## config.mk

```make
export PLATFORM = sky130hd
export DESIGN_NAME = meter_frame_receiver_flat
export DESIGN_NICKNAME = d
export VERILOG_FILES = /design/src/design/mfr_pkg.sv /design/src/design/mfr_if.sv /design/src/design/meter_frame_receiver.sv /design/src/design/mfr_in_reg.sv /design/src/design/mfr_parser.sv /design/src/design/mfr_out_reg.sv /design/src/flat_wrapper.sv
export SDC_FILE = /design/constraint.sdc
export NUM_CORES = 1
export LEC_CHECK = 0
export BUFFER_PORTS_ARGS = -buffer_cell sky130_fd_sc_hd__buf_2
export CELL_PAD_IN_SITES_DETAIL_PLACEMENT = 1
export CELL_PAD_IN_SITES_GLOBAL_PLACEMENT = 2
export CORE_ASPECT_RATIO = 1.4
export CORE_MARGIN = 4
export CORE_UTILIZATION = 38
export CTS_CLUSTER_DIAMETER = 80
export DETAILED_ROUTE_END_ITERATION = 6
export PLACE_DENSITY_LB_ADDON = 0.1
export SETUP_SLACK_MARGIN = 0.1
export SLEW_MARGIN = 20
export SYNTH_ARGS = -nofsm -noshare
export SYNTH_HDL_FRONTEND = slang
export SYNTH_HIERARCHICAL = 1
export SYNTH_SLANG_ARGS = --single-unit
```

## constraint.sdc

```tcl
create_clock -name i_clk -period 11.6 [get_ports i_clk]
set_clock_uncertainty 0.15 [all_clocks]
set_input_delay 1.74 -clock i_clk [delete_from_list [all_inputs] [get_ports i_clk]]
set_output_delay 1.74 -clock i_clk [all_outputs]
set_load 0.01 [all_outputs]
```

## src/design/mfr_pkg.sv

```systemverilog
// ----------------------------------------------------------------------------
// mfr_pkg
// Types and constants of the meter frame receiver.
// ----------------------------------------------------------------------------
package mfr_pkg;

    localparam logic [7:0] START_BYTE     = 8'h68;
    localparam logic [7:0] END_BYTE       = 8'h16;
    localparam logic [7:0] DATA_OFFSET    = 8'h33;
    localparam logic [7:0] ADDR_HI_OFFSET = 8'h03;

    localparam int unsigned POS_W = 9;
    localparam logic [POS_W-1:0] POS_MAX      = '1;
    localparam logic [POS_W-1:0] POS_START    = 9'd0;
    localparam logic [POS_W-1:0] POS_DELIM2   = 9'd7;
    localparam logic [POS_W-1:0] POS_CONTROL  = 9'd8;
    localparam logic [POS_W-1:0] POS_LENGTH   = 9'd9;
    localparam logic [POS_W-1:0] POS_ADDR_LO  = 9'd10;
    localparam logic [POS_W-1:0] POS_ADDR_HI  = 9'd11;
    localparam logic [POS_W-1:0] POS_DATA_LO  = 9'd15;
    localparam logic [POS_W-1:0] POS_DATA_HI  = 9'd16;
    // last payload/checksum position is this base plus the length byte
    localparam logic [POS_W-1:0] PAYLOAD_BASE = 9'd10;

    localparam logic KIND_FRAME  = 1'b0;
    localparam logic KIND_REFUSE = 1'b1;

    typedef struct packed {
        logic        kind;
        logic [7:0]  control_code;
        logic [15:0] reg_address;
        logic [15:0] write_data;
    } t_result;

endpackage

```

## src/design/mfr_if.sv

```systemverilog
// ----------------------------------------------------------------------------
// mfr_byte_if / mfr_result_if
// Valid/ready channels for received bytes and decoded results.
// ----------------------------------------------------------------------------
interface mfr_byte_if;
    logic       valid;
    logic       ready;
    logic [7:0] rx_byte;

    modport source (output valid, output rx_byte, input ready);
    modport sink   (input valid, input rx_byte, output ready);
endinterface

interface mfr_result_if;
    logic        valid;
    logic        ready;
    logic        kind;
    logic [7:0]  control_code;
    logic [15:0] reg_address;
    logic [15:0] write_data;

    modport source (output valid, output kind, output control_code,
                    output reg_address, output write_data, input ready);
    modport sink   (input valid, input kind, input control_code,
                    input reg_address, input write_data, output ready);
endinterface

```

## src/design/meter_frame_receiver.sv

```systemverilog
// ----------------------------------------------------------------------------
// meter_frame_receiver
// Byte-serial receiver for a meter frame: 68, address, 68, control,
// length, payload and checksum, 16. Reports the decoded command fields.
// ----------------------------------------------------------------------------
// Usage:
//   i_rx carries one received byte per transfer. o_res carries one result
//   per end-of-frame byte (kind 0, decoded fields) and one per wrong byte
//   where the end byte is due (kind 1, fields zero); other bytes give none.
//   Path: a transferred byte is registered in the input register, decoded
//   by the parser and registered in the output register to show on o_res.
//   Throughput: one byte per cycle while o_res is not stalled. The position
//   counter and field registers update once per byte taken, which sets that rate.
//   A received byte sits in an input register; the result sits in an
//   output register, so a new byte is taken while a result waits.
//   Stall: while o_res is held the held byte waits, and i_rx.ready drops
//   once the input register is full too; nothing is lost.
//   Reset (synchronous, active low): position, length and field bytes
//   clear to zero, both channel registers empty.
// ----------------------------------------------------------------------------
module meter_frame_receiver (
    input  logic            i_clk,
    input  logic            i_rst_n,
    mfr_byte_if.sink        i_rx,
    mfr_result_if.source    o_res
);

    logic             s1_valid;
    logic [7:0]       s1_byte;
    logic             out_free;
    logic             s1_take;
    logic             res_valid;
    mfr_pkg::t_result res;

    assign s1_take = s1_valid && out_free;

    mfr_in_reg u_in_reg (
        .i_clk   (i_clk),
        .i_rst_n (i_rst_n),
        .i_rx    (i_rx),
        .i_take  (s1_take),
        .o_valid (s1_valid),
        .o_byte  (s1_byte)
    );

    mfr_parser u_parser (
        .i_clk       (i_clk),
        .i_rst_n     (i_rst_n),
        .i_valid     (s1_take),
        .i_byte      (s1_byte),
        .o_res_valid (res_valid),
        .o_res       (res)
    );

    mfr_out_reg u_out_reg (
        .i_clk   (i_clk),
        .i_rst_n (i_rst_n),
        .i_load  (res_valid),
        .i_res   (res),
        .o_free  (out_free),
        .o_res   (o_res)
    );

endmodule

```

## src/design/mfr_in_reg.sv

```systemverilog
// ----------------------------------------------------------------------------
// mfr_in_reg
// Input register: holds one received byte until the parser takes it.
// ----------------------------------------------------------------------------
module mfr_in_reg (
    input  logic        i_clk,
    input  logic        i_rst_n,
    mfr_byte_if.sink    i_rx,
    input  logic        i_take,
    output logic        o_valid,
    output logic [7:0]  o_byte
);

    logic       r_valid;
    logic [7:0] r_byte;

    // refill in the same cycle the held byte moves on
    assign i_rx.ready = !r_valid || i_take;

    always_ff @(posedge i_clk) begin
        if (!i_rst_n) begin
            r_valid <= 1'b0;
        end else if (i_rx.ready) begin
            r_valid <= i_rx.valid;
        end
    end

    always_ff @(posedge i_clk) begin
        if (i_rx.valid && i_rx.ready) begin
            r_byte <= i_rx.rx_byte;
        end
    end

    assign o_valid = r_valid;
    assign o_byte  = r_byte;

endmodule

```

## src/design/mfr_parser.sv

```systemverilog
// ----------------------------------------------------------------------------
// mfr_parser
// Frame position tracking, field capture and result decode, one byte a cycle when valid.
// ----------------------------------------------------------------------------
module mfr_parser (
    input  logic                i_clk,
    input  logic                i_rst_n,
    input  logic                i_valid,
    input  logic [7:0]          i_byte,
    output logic                o_res_valid,
    output mfr_pkg::t_result    o_res
);

    logic [mfr_pkg::POS_W-1:0] r_pos, n_pos;
    logic [7:0] r_len, n_len;
    logic [7:0] r_ctrl, n_ctrl;
    logic [7:0] r_addr_lo, n_addr_lo;
    logic [7:0] r_addr_hi, n_addr_hi;
    logic [7:0] r_data_lo, n_data_lo;
    logic [7:0] r_data_hi, n_data_hi;

    logic [mfr_pkg::POS_W-1:0] last_payload;
    logic [mfr_pkg::POS_W-1:0] pos_inc;
    logic hunting;
    logic in_body;
    logic is_end;
    logic keep;

    assign last_payload = mfr_pkg::PAYLOAD_BASE + {1'b0, r_len};
    assign pos_inc      = (r_pos == mfr_pkg::POS_MAX) ? r_pos : r_pos + 1'b1;
    assign hunting      = (r_pos == mfr_pkg::POS_START) || (r_pos == mfr_pkg::POS_DELIM2);
    assign in_body      = !hunting && (r_pos <= last_payload);
    assign is_end       = !hunting && !in_body && (i_byte == mfr_pkg::END_BYTE);
    // the end byte itself lands on its frame position before decode
    assign keep         = in_body || is_end;

    always_comb begin
        n_len     = r_len;
        n_ctrl    = r_ctrl;
        n_addr_lo = r_addr_lo;
        n_addr_hi = r_addr_hi;
        n_data_lo = r_data_lo;
        n_data_hi = r_data_hi;
        if (keep) begin
            unique case (r_pos)
                mfr_pkg::POS_CONTROL: n_ctrl    = i_byte;
                mfr_pkg::POS_LENGTH:  n_len     = i_byte;
                mfr_pkg::POS_ADDR_LO: n_addr_lo = i_byte;
                mfr_pkg::POS_ADDR_HI: n_addr_hi = i_byte;
                mfr_pkg::POS_DATA_LO: n_data_lo = i_byte;
                mfr_pkg::POS_DATA_HI: n_data_hi = i_byte;
                default: ;
            endcase
        end
    end

    always_comb begin
        n_pos = r_pos;
        if (hunting) begin
            if (i_byte == mfr_pkg::START_BYTE) begin
                n_pos = pos_inc;
            end
        end else if (in_body) begin
            n_pos = pos_inc;
        end else if (is_end) begin
            n_pos = mfr_pkg::POS_START;
        end
    end

    always_ff @(posedge i_clk) begin
        if (!i_rst_n) begin
            r_pos     <= '0;
            r_len     <= '0;
            r_ctrl    <= '0;
            r_addr_lo <= '0;
            r_addr_hi <= '0;
            r_data_lo <= '0;
            r_data_hi <= '0;
        end else if (i_valid) begin
            r_pos     <= n_pos;
            r_len     <= n_len;
            r_ctrl    <= n_ctrl;
            r_addr_lo <= n_addr_lo;
            r_addr_hi <= n_addr_hi;
            r_data_lo <= n_data_lo;
            r_data_hi <= n_data_hi;
        end
    end

    // a byte past the payload gives a result either way; refusals carry zeros
    assign o_res_valid = i_valid && !hunting && !in_body;

    always_comb begin
        o_res = '0;
        if (is_end) begin
            o_res.kind         = mfr_pkg::KIND_FRAME;
            o_res.control_code = n_ctrl;
            o_res.reg_address  = {n_addr_hi - mfr_pkg::ADDR_HI_OFFSET,
                                  n_addr_lo - mfr_pkg::DATA_OFFSET};
            o_res.write_data   = {n_data_hi - mfr_pkg::DATA_OFFSET,
                                  n_data_lo - mfr_pkg::DATA_OFFSET};
        end else begin
            o_res.kind = mfr_pkg::KIND_REFUSE;
        end
    end

endmodule

```

## src/design/mfr_out_reg.sv

```systemverilog
// ----------------------------------------------------------------------------
// mfr_out_reg
// Result register: presents one decoded result until the sink takes it.
// ----------------------------------------------------------------------------
module mfr_out_reg (
    input  logic                i_clk,
    input  logic                i_rst_n,
    input  logic                i_load,
    input  mfr_pkg::t_result    i_res,
    output logic                o_free,
    mfr_result_if.source        o_res
);

    logic             r_valid;
    mfr_pkg::t_result r_res;

    assign o_free = !r_valid || o_res.ready;

    always_ff @(posedge i_clk) begin
        if (!i_rst_n) begin
            r_valid <= 1'b0;
        end else if (i_load) begin
            r_valid <= 1'b1;
        end else if (o_res.ready) begin
            r_valid <= 1'b0;
        end
    end

    always_ff @(posedge i_clk) begin
        if (i_load) begin
            r_res <= i_res;
        end
    end

    assign o_res.valid        = r_valid;
    assign o_res.kind         = r_res.kind;
    assign o_res.control_code = r_res.control_code;
    assign o_res.reg_address  = r_res.reg_address;
    assign o_res.write_data   = r_res.write_data;

endmodule

```

## src/flat_wrapper.sv

```systemverilog
// flat-port wrapper written by rule: the top's interface ports become plain ports
module meter_frame_receiver_flat 
  (i_clk, i_rst_n, i_rx_valid, i_rx_rx_byte, i_rx_ready, o_res_valid, o_res_kind, o_res_control_code, o_res_reg_address, o_res_write_data, o_res_ready);
  mfr_byte_if i_rx_i ();
  mfr_result_if o_res_i ();
  input  logic i_clk;
  input  logic i_rst_n;
  input wire logic [$bits(i_rx_i.valid)-1:0] i_rx_valid;
  input wire logic [$bits(i_rx_i.rx_byte)-1:0] i_rx_rx_byte;
  output wire logic [$bits(i_rx_i.ready)-1:0] i_rx_ready;
  output wire logic [$bits(o_res_i.valid)-1:0] o_res_valid;
  output wire logic [$bits(o_res_i.kind)-1:0] o_res_kind;
  output wire logic [$bits(o_res_i.control_code)-1:0] o_res_control_code;
  output wire logic [$bits(o_res_i.reg_address)-1:0] o_res_reg_address;
  output wire logic [$bits(o_res_i.write_data)-1:0] o_res_write_data;
  input wire logic [$bits(o_res_i.ready)-1:0] o_res_ready;
  assign i_rx_i.valid = i_rx_valid;
  assign i_rx_i.rx_byte = i_rx_rx_byte;
  assign i_rx_ready = i_rx_i.ready;
  assign o_res_valid = o_res_i.valid;
  assign o_res_kind = o_res_i.kind;
  assign o_res_control_code = o_res_i.control_code;
  assign o_res_reg_address = o_res_i.reg_address;
  assign o_res_write_data = o_res_i.write_data;
  assign o_res_i.ready = o_res_ready;
  meter_frame_receiver u_core (.i_clk(i_clk), .i_rst_n(i_rst_n), .i_rx(i_rx_i), .o_res(o_res_i));
endmodule
```

==> out/qor.csv <==
stage,metric,value,unit
outcome,status,"complete, no violations",
floorplan,die_w,111,µm
grt,grt_max_degree,79,
clocking,cts_sinks,108,
route,wl_per_cell,18.4,µm
grt,antenna_found_initial,0,
logic_synthesis,synth_edf_count,49,
finish,final_core_util,44.1,%
logic_synthesis,netlist_area,5610,µm²
critical_path,path_cells,ha_1 -> o21ai_0 -> xor2_1 -> ha_1 -> nand4_2 -> nor3_1 -> a211oi_4 -> nor3_2 -> mux2_2 -> ha_1 -> nor3_1 -> nor2_1 -> xnor2_1 -> mux2i_1 -> nor2_1,
clocking,htree_levels,3,
clocking,cts.clk_slew.worst_paths,0.08,ns
sta,fin_crit_sh,40.7,%
critical_path,critPathSlowestCell,nor3_2,
power,p_leak,2.46,nW
floorplan,row_count,52,
route,vias,4388,
route,routed_wl,14900,µm
sta,setup_viol,0,
critical_path,critPathKind,flip-flop to flip-flop,
finish,final_cell_area,6370,µm²
sta,max_freq,0.212,GHz
sta,fin_setup_tns,0,ns
power,switchingPower,0.166,mW
logic_synthesis,synth-simple-area-share,22.8,%
place,routabilityCongestion,0.836,
finish,syn_to_final_growth,13.4,%
floorplan,die_h,152,µm
floorplan,die_area,16800,µm²
route,drc,0,
place,placed_area,6020,µm²
critical_path,endpoint_kind,flip-flop,
grt,gr-usage-all-layers,17.9,%
power,power.density,124,nW/µm²
critical_path,crit_buf_inv,0,
clocking,cts_resized,0,
critical_path,cpLargestDelayFamily,simple AND/OR/NAND/NOR gates,
logic_synthesis,synth_seq_cells,108,
logic_synthesis,async_flop_share,0,%
logic_synthesis,synth.area.mux_share,3.74,%
power,clkPwrFrac,45.3,%
sta,final-max-slew-violation-count,0,
route,drt_iter0_drc,114,
clocking,cts_buffer_depth,2,
logic_synthesis,ys.flop_type,dfxtp_1,
logic_synthesis,synth_adder_area_share,4.01,%
power,p_int,0.624,mW
clocking,worstSkewPairLatency,0.35,ns
power,peakVddDrop,0.0000631,V
clocking,cts-hold-fix-buffers,0,
sta,worst_pin_slew,1.04,ns
logic_synthesis,synth_compound_area_share,11.8,%
grt,grt_pass1_wl,24000,µm
finish,antennaDiodeCount,0,
route,ant_nets,0,
sta,slew_headroom,30.3,%
clocking,cts_setup_buffers,0,
place,placedCellCount,790,
place,hpwlAfterDp,10400,µm
finish,layout-drive-gt1-share,17.5,%
critical_path,critPathLaunchType,flip-flop,
worst_hold_path,hp-class,flip-flop to flip-flop,
logic_synthesis,ys_seq_area_share,47.3,%
floorplan,io_pins,55,
logic_synthesis,synthCells,577,
logic_synthesis,synth_nets,607,
finish,stdcell_count,806,
logic_synthesis,postSynthAreaPerCell,9.73,µm²
power,finalPower,0.790,mW
logic_synthesis,synth_top_family_by_area,simple AND/OR/NAND/NOR gates,
logic_synthesis,synth-xor-area-share,6.71,%
finish,layout_common_cells,"dfxtp_1 (59), nand3_1 (59), nand2_1 (57)",
run,max-cap-violations,0,
place,place.port_buffers,54,
power,pwr-share-comb,3.8,%
finish,layout.nets,642,
floorplan,start_util,38.9,%
critical_path,cp_max_fo,11,
floorplan,core_region_area,14400,µm²
logic_synthesis,ys_warn_count,6,
grt,first_global_vias,4526,
critical_path,slowest_delay,0.71,ns
clocking,cts_tree,yes,
sta,hold_viol,0,
power,swShare,21.0,%
route,avgViaCountPerCell,5.44,
clocking,cts_inserted_buffers,9,
route,drtPass1Iterations,4,
sta,rsz0062_at_grt,no,
power,seqPwrFrac,50.9,%
critical_path,arrival,4.65,ns
critical_path,required,11.53,ns
critical_path,cpMostUsedCell,ha_1,
grt,grt_overflow_total,0,
sta,fin_crit,4.72,ns
logic_synthesis,synth_cell_types,56,
clocking,cts-root-buf,clkbuf_16,
cell usage after synthesis (2+ instances only):
| library cell | count | share of area, % |
|---|---|---|
| and2_1 | 7 | 0.78 |
| edfxtp_1 | 49 | 26 |
| nor2_1 | 43 | 2.9 |
| buf_2 | 10 | 0.89 |
| a21boi_0 | 2 | 0.27 |
| nand3_1 | 59 | 5.3 |
| or3_1 | 4 | 0.45 |
| nand3b_1 | 5 | 0.67 |
| clkbuf_1 | 24 | 1.6 |
| and3_1 | 11 | 1.2 |
| or4b_4 | 2 | 0.49 |
| nor4_1 | 2 | 0.22 |
| ha_1 | 18 | 4.0 |
| nor3_4 | 4 | 1.2 |
| a21oi_1 | 17 | 1.5 |
| mux2_2 | 8 | 1.6 |
| a211oi_1 | 16 | 2.1 |
| a211o_1 | 3 | 0.47 |
| o21ai_0 | 53 | 4.7 |
| nand2b_1 | 5 | 0.56 |
| inv_1 | 10 | 0.67 |
| a31oi_1 | 5 | 0.56 |
| a21boi_2 | 2 | 0.40 |
| a2111oi_0 | 2 | 0.31 |
| nor4_4 | 2 | 0.76 |
| mux2i_1 | 12 | 2.1 |
| dfxtp_1 | 59 | 21 |
| and4_1 | 2 | 0.31 |
| nor3_1 | 14 | 1.2 |
| nand2b_4 | 2 | 0.49 |
| nand2_1 | 57 | 3.8 |
| xor2_1 | 22 | 3.4 |
| buf_6 | 2 | 0.40 |
| xnor2_1 | 21 | 3.3 |
| nand4b_1 | 2 | 0.31 |
worst reg2reg max path, cell delays in order (launching register included):
cell and delay [ns]:
dfxtp_1 0.34, ha_1 0.24, o21ai_0 0.20, xor2_1 0.10, ha_1 0.32, nand4_2 0.18, nor3_1 0.61, a211oi_4 0.22
nor3_2 0.71, mux2_2 0.43, ha_1 0.24, nor3_1 0.25, nor2_1 0.10, xnor2_1 0.13, mux2i_1 0.18, nor2_1 0.06
power groups by stage:
stage | Clock (mW) | Sequential [mW] | Combinational [mW]
4_1_cts | 0.368 | 0.402 | 0.0302
3_5_place_dp | 0 | 0.411 | 0.0302
6_report | 0.358 | 0.402 | 0.0299
3_3_place_gp | 0 | 0.411 | 0.0300
2_1_floorplan | 0 | 0.407 | 0.0213
5_1_grt | 0.382 | 0.402 | 0.0322
state kept, by name (all words and copies together) (netlist names):
| signal | flops |
|---|---|
| u_core/u_out_reg/o_res.reg_address | 16 |
| u_core/u_out_reg/o_res.write_data | 16 |
| u_core/u_parser/r_pos | 9 |
| u_core/u_in_reg/o_byte | 8 |
| u_core/u_out_reg/o_res.control_code | 8 |
| u_core/u_parser/r_addr_hi | 8 |
| u_core/u_parser/r_addr_lo | 8 |
| u_core/u_parser/r_ctrl | 8 |
| u_core/u_parser/r_data_hi | 8 |
| u_core/u_parser/r_data_lo | 8 |
| u_core/u_parser/r_len | 8 |
| u_core/u_in_reg/o_valid | 1 |
| u_core/u_out_reg/o_res.kind | 1 |
| u_core/u_out_reg/o_res.valid | 1 |
final cells by class:
class / instances / area, µm²
fill: 1660 / 8080
timing repair buffer: 61 / 323
multi-input combinational: 422 / 2770
sequential: 108 / 2650
inverter: 10 / 37.5
clock buffer: 11 / 243
tap: 189 / 236
clock inverter: 5 / 106
logic make-up (layout without fill, tap and decap cells):
group                    Yosys count  after routing
AO/OA/AOI/OAI                    107            107
AND/OR/NAND/NOR                  234            234
buffers and inverters             47             87
XOR/XNOR                          43             43
adder cells (fa/ha/maj)           18             18
multiplexers                      20             20
flip-flops                       108            108
path summary, 6_finish.rpt:
check,from,to,slack [ns],cells after the start
hold reg to reg,u_core/u_parser/r_ctrl[1],u_core/u_parser/r_ctrl[1],0.32,2
hold / removal,u_core/u_parser/r_ctrl[1],u_core/u_parser/r_ctrl[1],0.32,2
setup / recovery,u_core/u_parser/r_len[1],u_core/u_out_reg/o_res.write_data[14],6.88,15
setup reg to reg,u_core/u_parser/r_len[1],u_core/u_out_reg/o_res.write_data[14],6.88,15
layer usage:
layer	vias up	wire [µm]	track usage [%]
met4	0	449	7.57
met1	2132	6140	20.3
met5	-	0	0
met3	23	505	2.90
met2	89	7770	32.8
li1	2144	-	-
per-stage QoR:
stage / setup slack [ns] / hold WS (ns)
after floorplan: 2.02 / 0.281
after global placement: 7.12 / 0.292
after detailed placement: 6.92 / 0.308
after CTS: 6.87 / 0.321
after global routing: 6.59 / 0.337
final: 6.88 / 0.316
(Power assumes the default switching activity.)
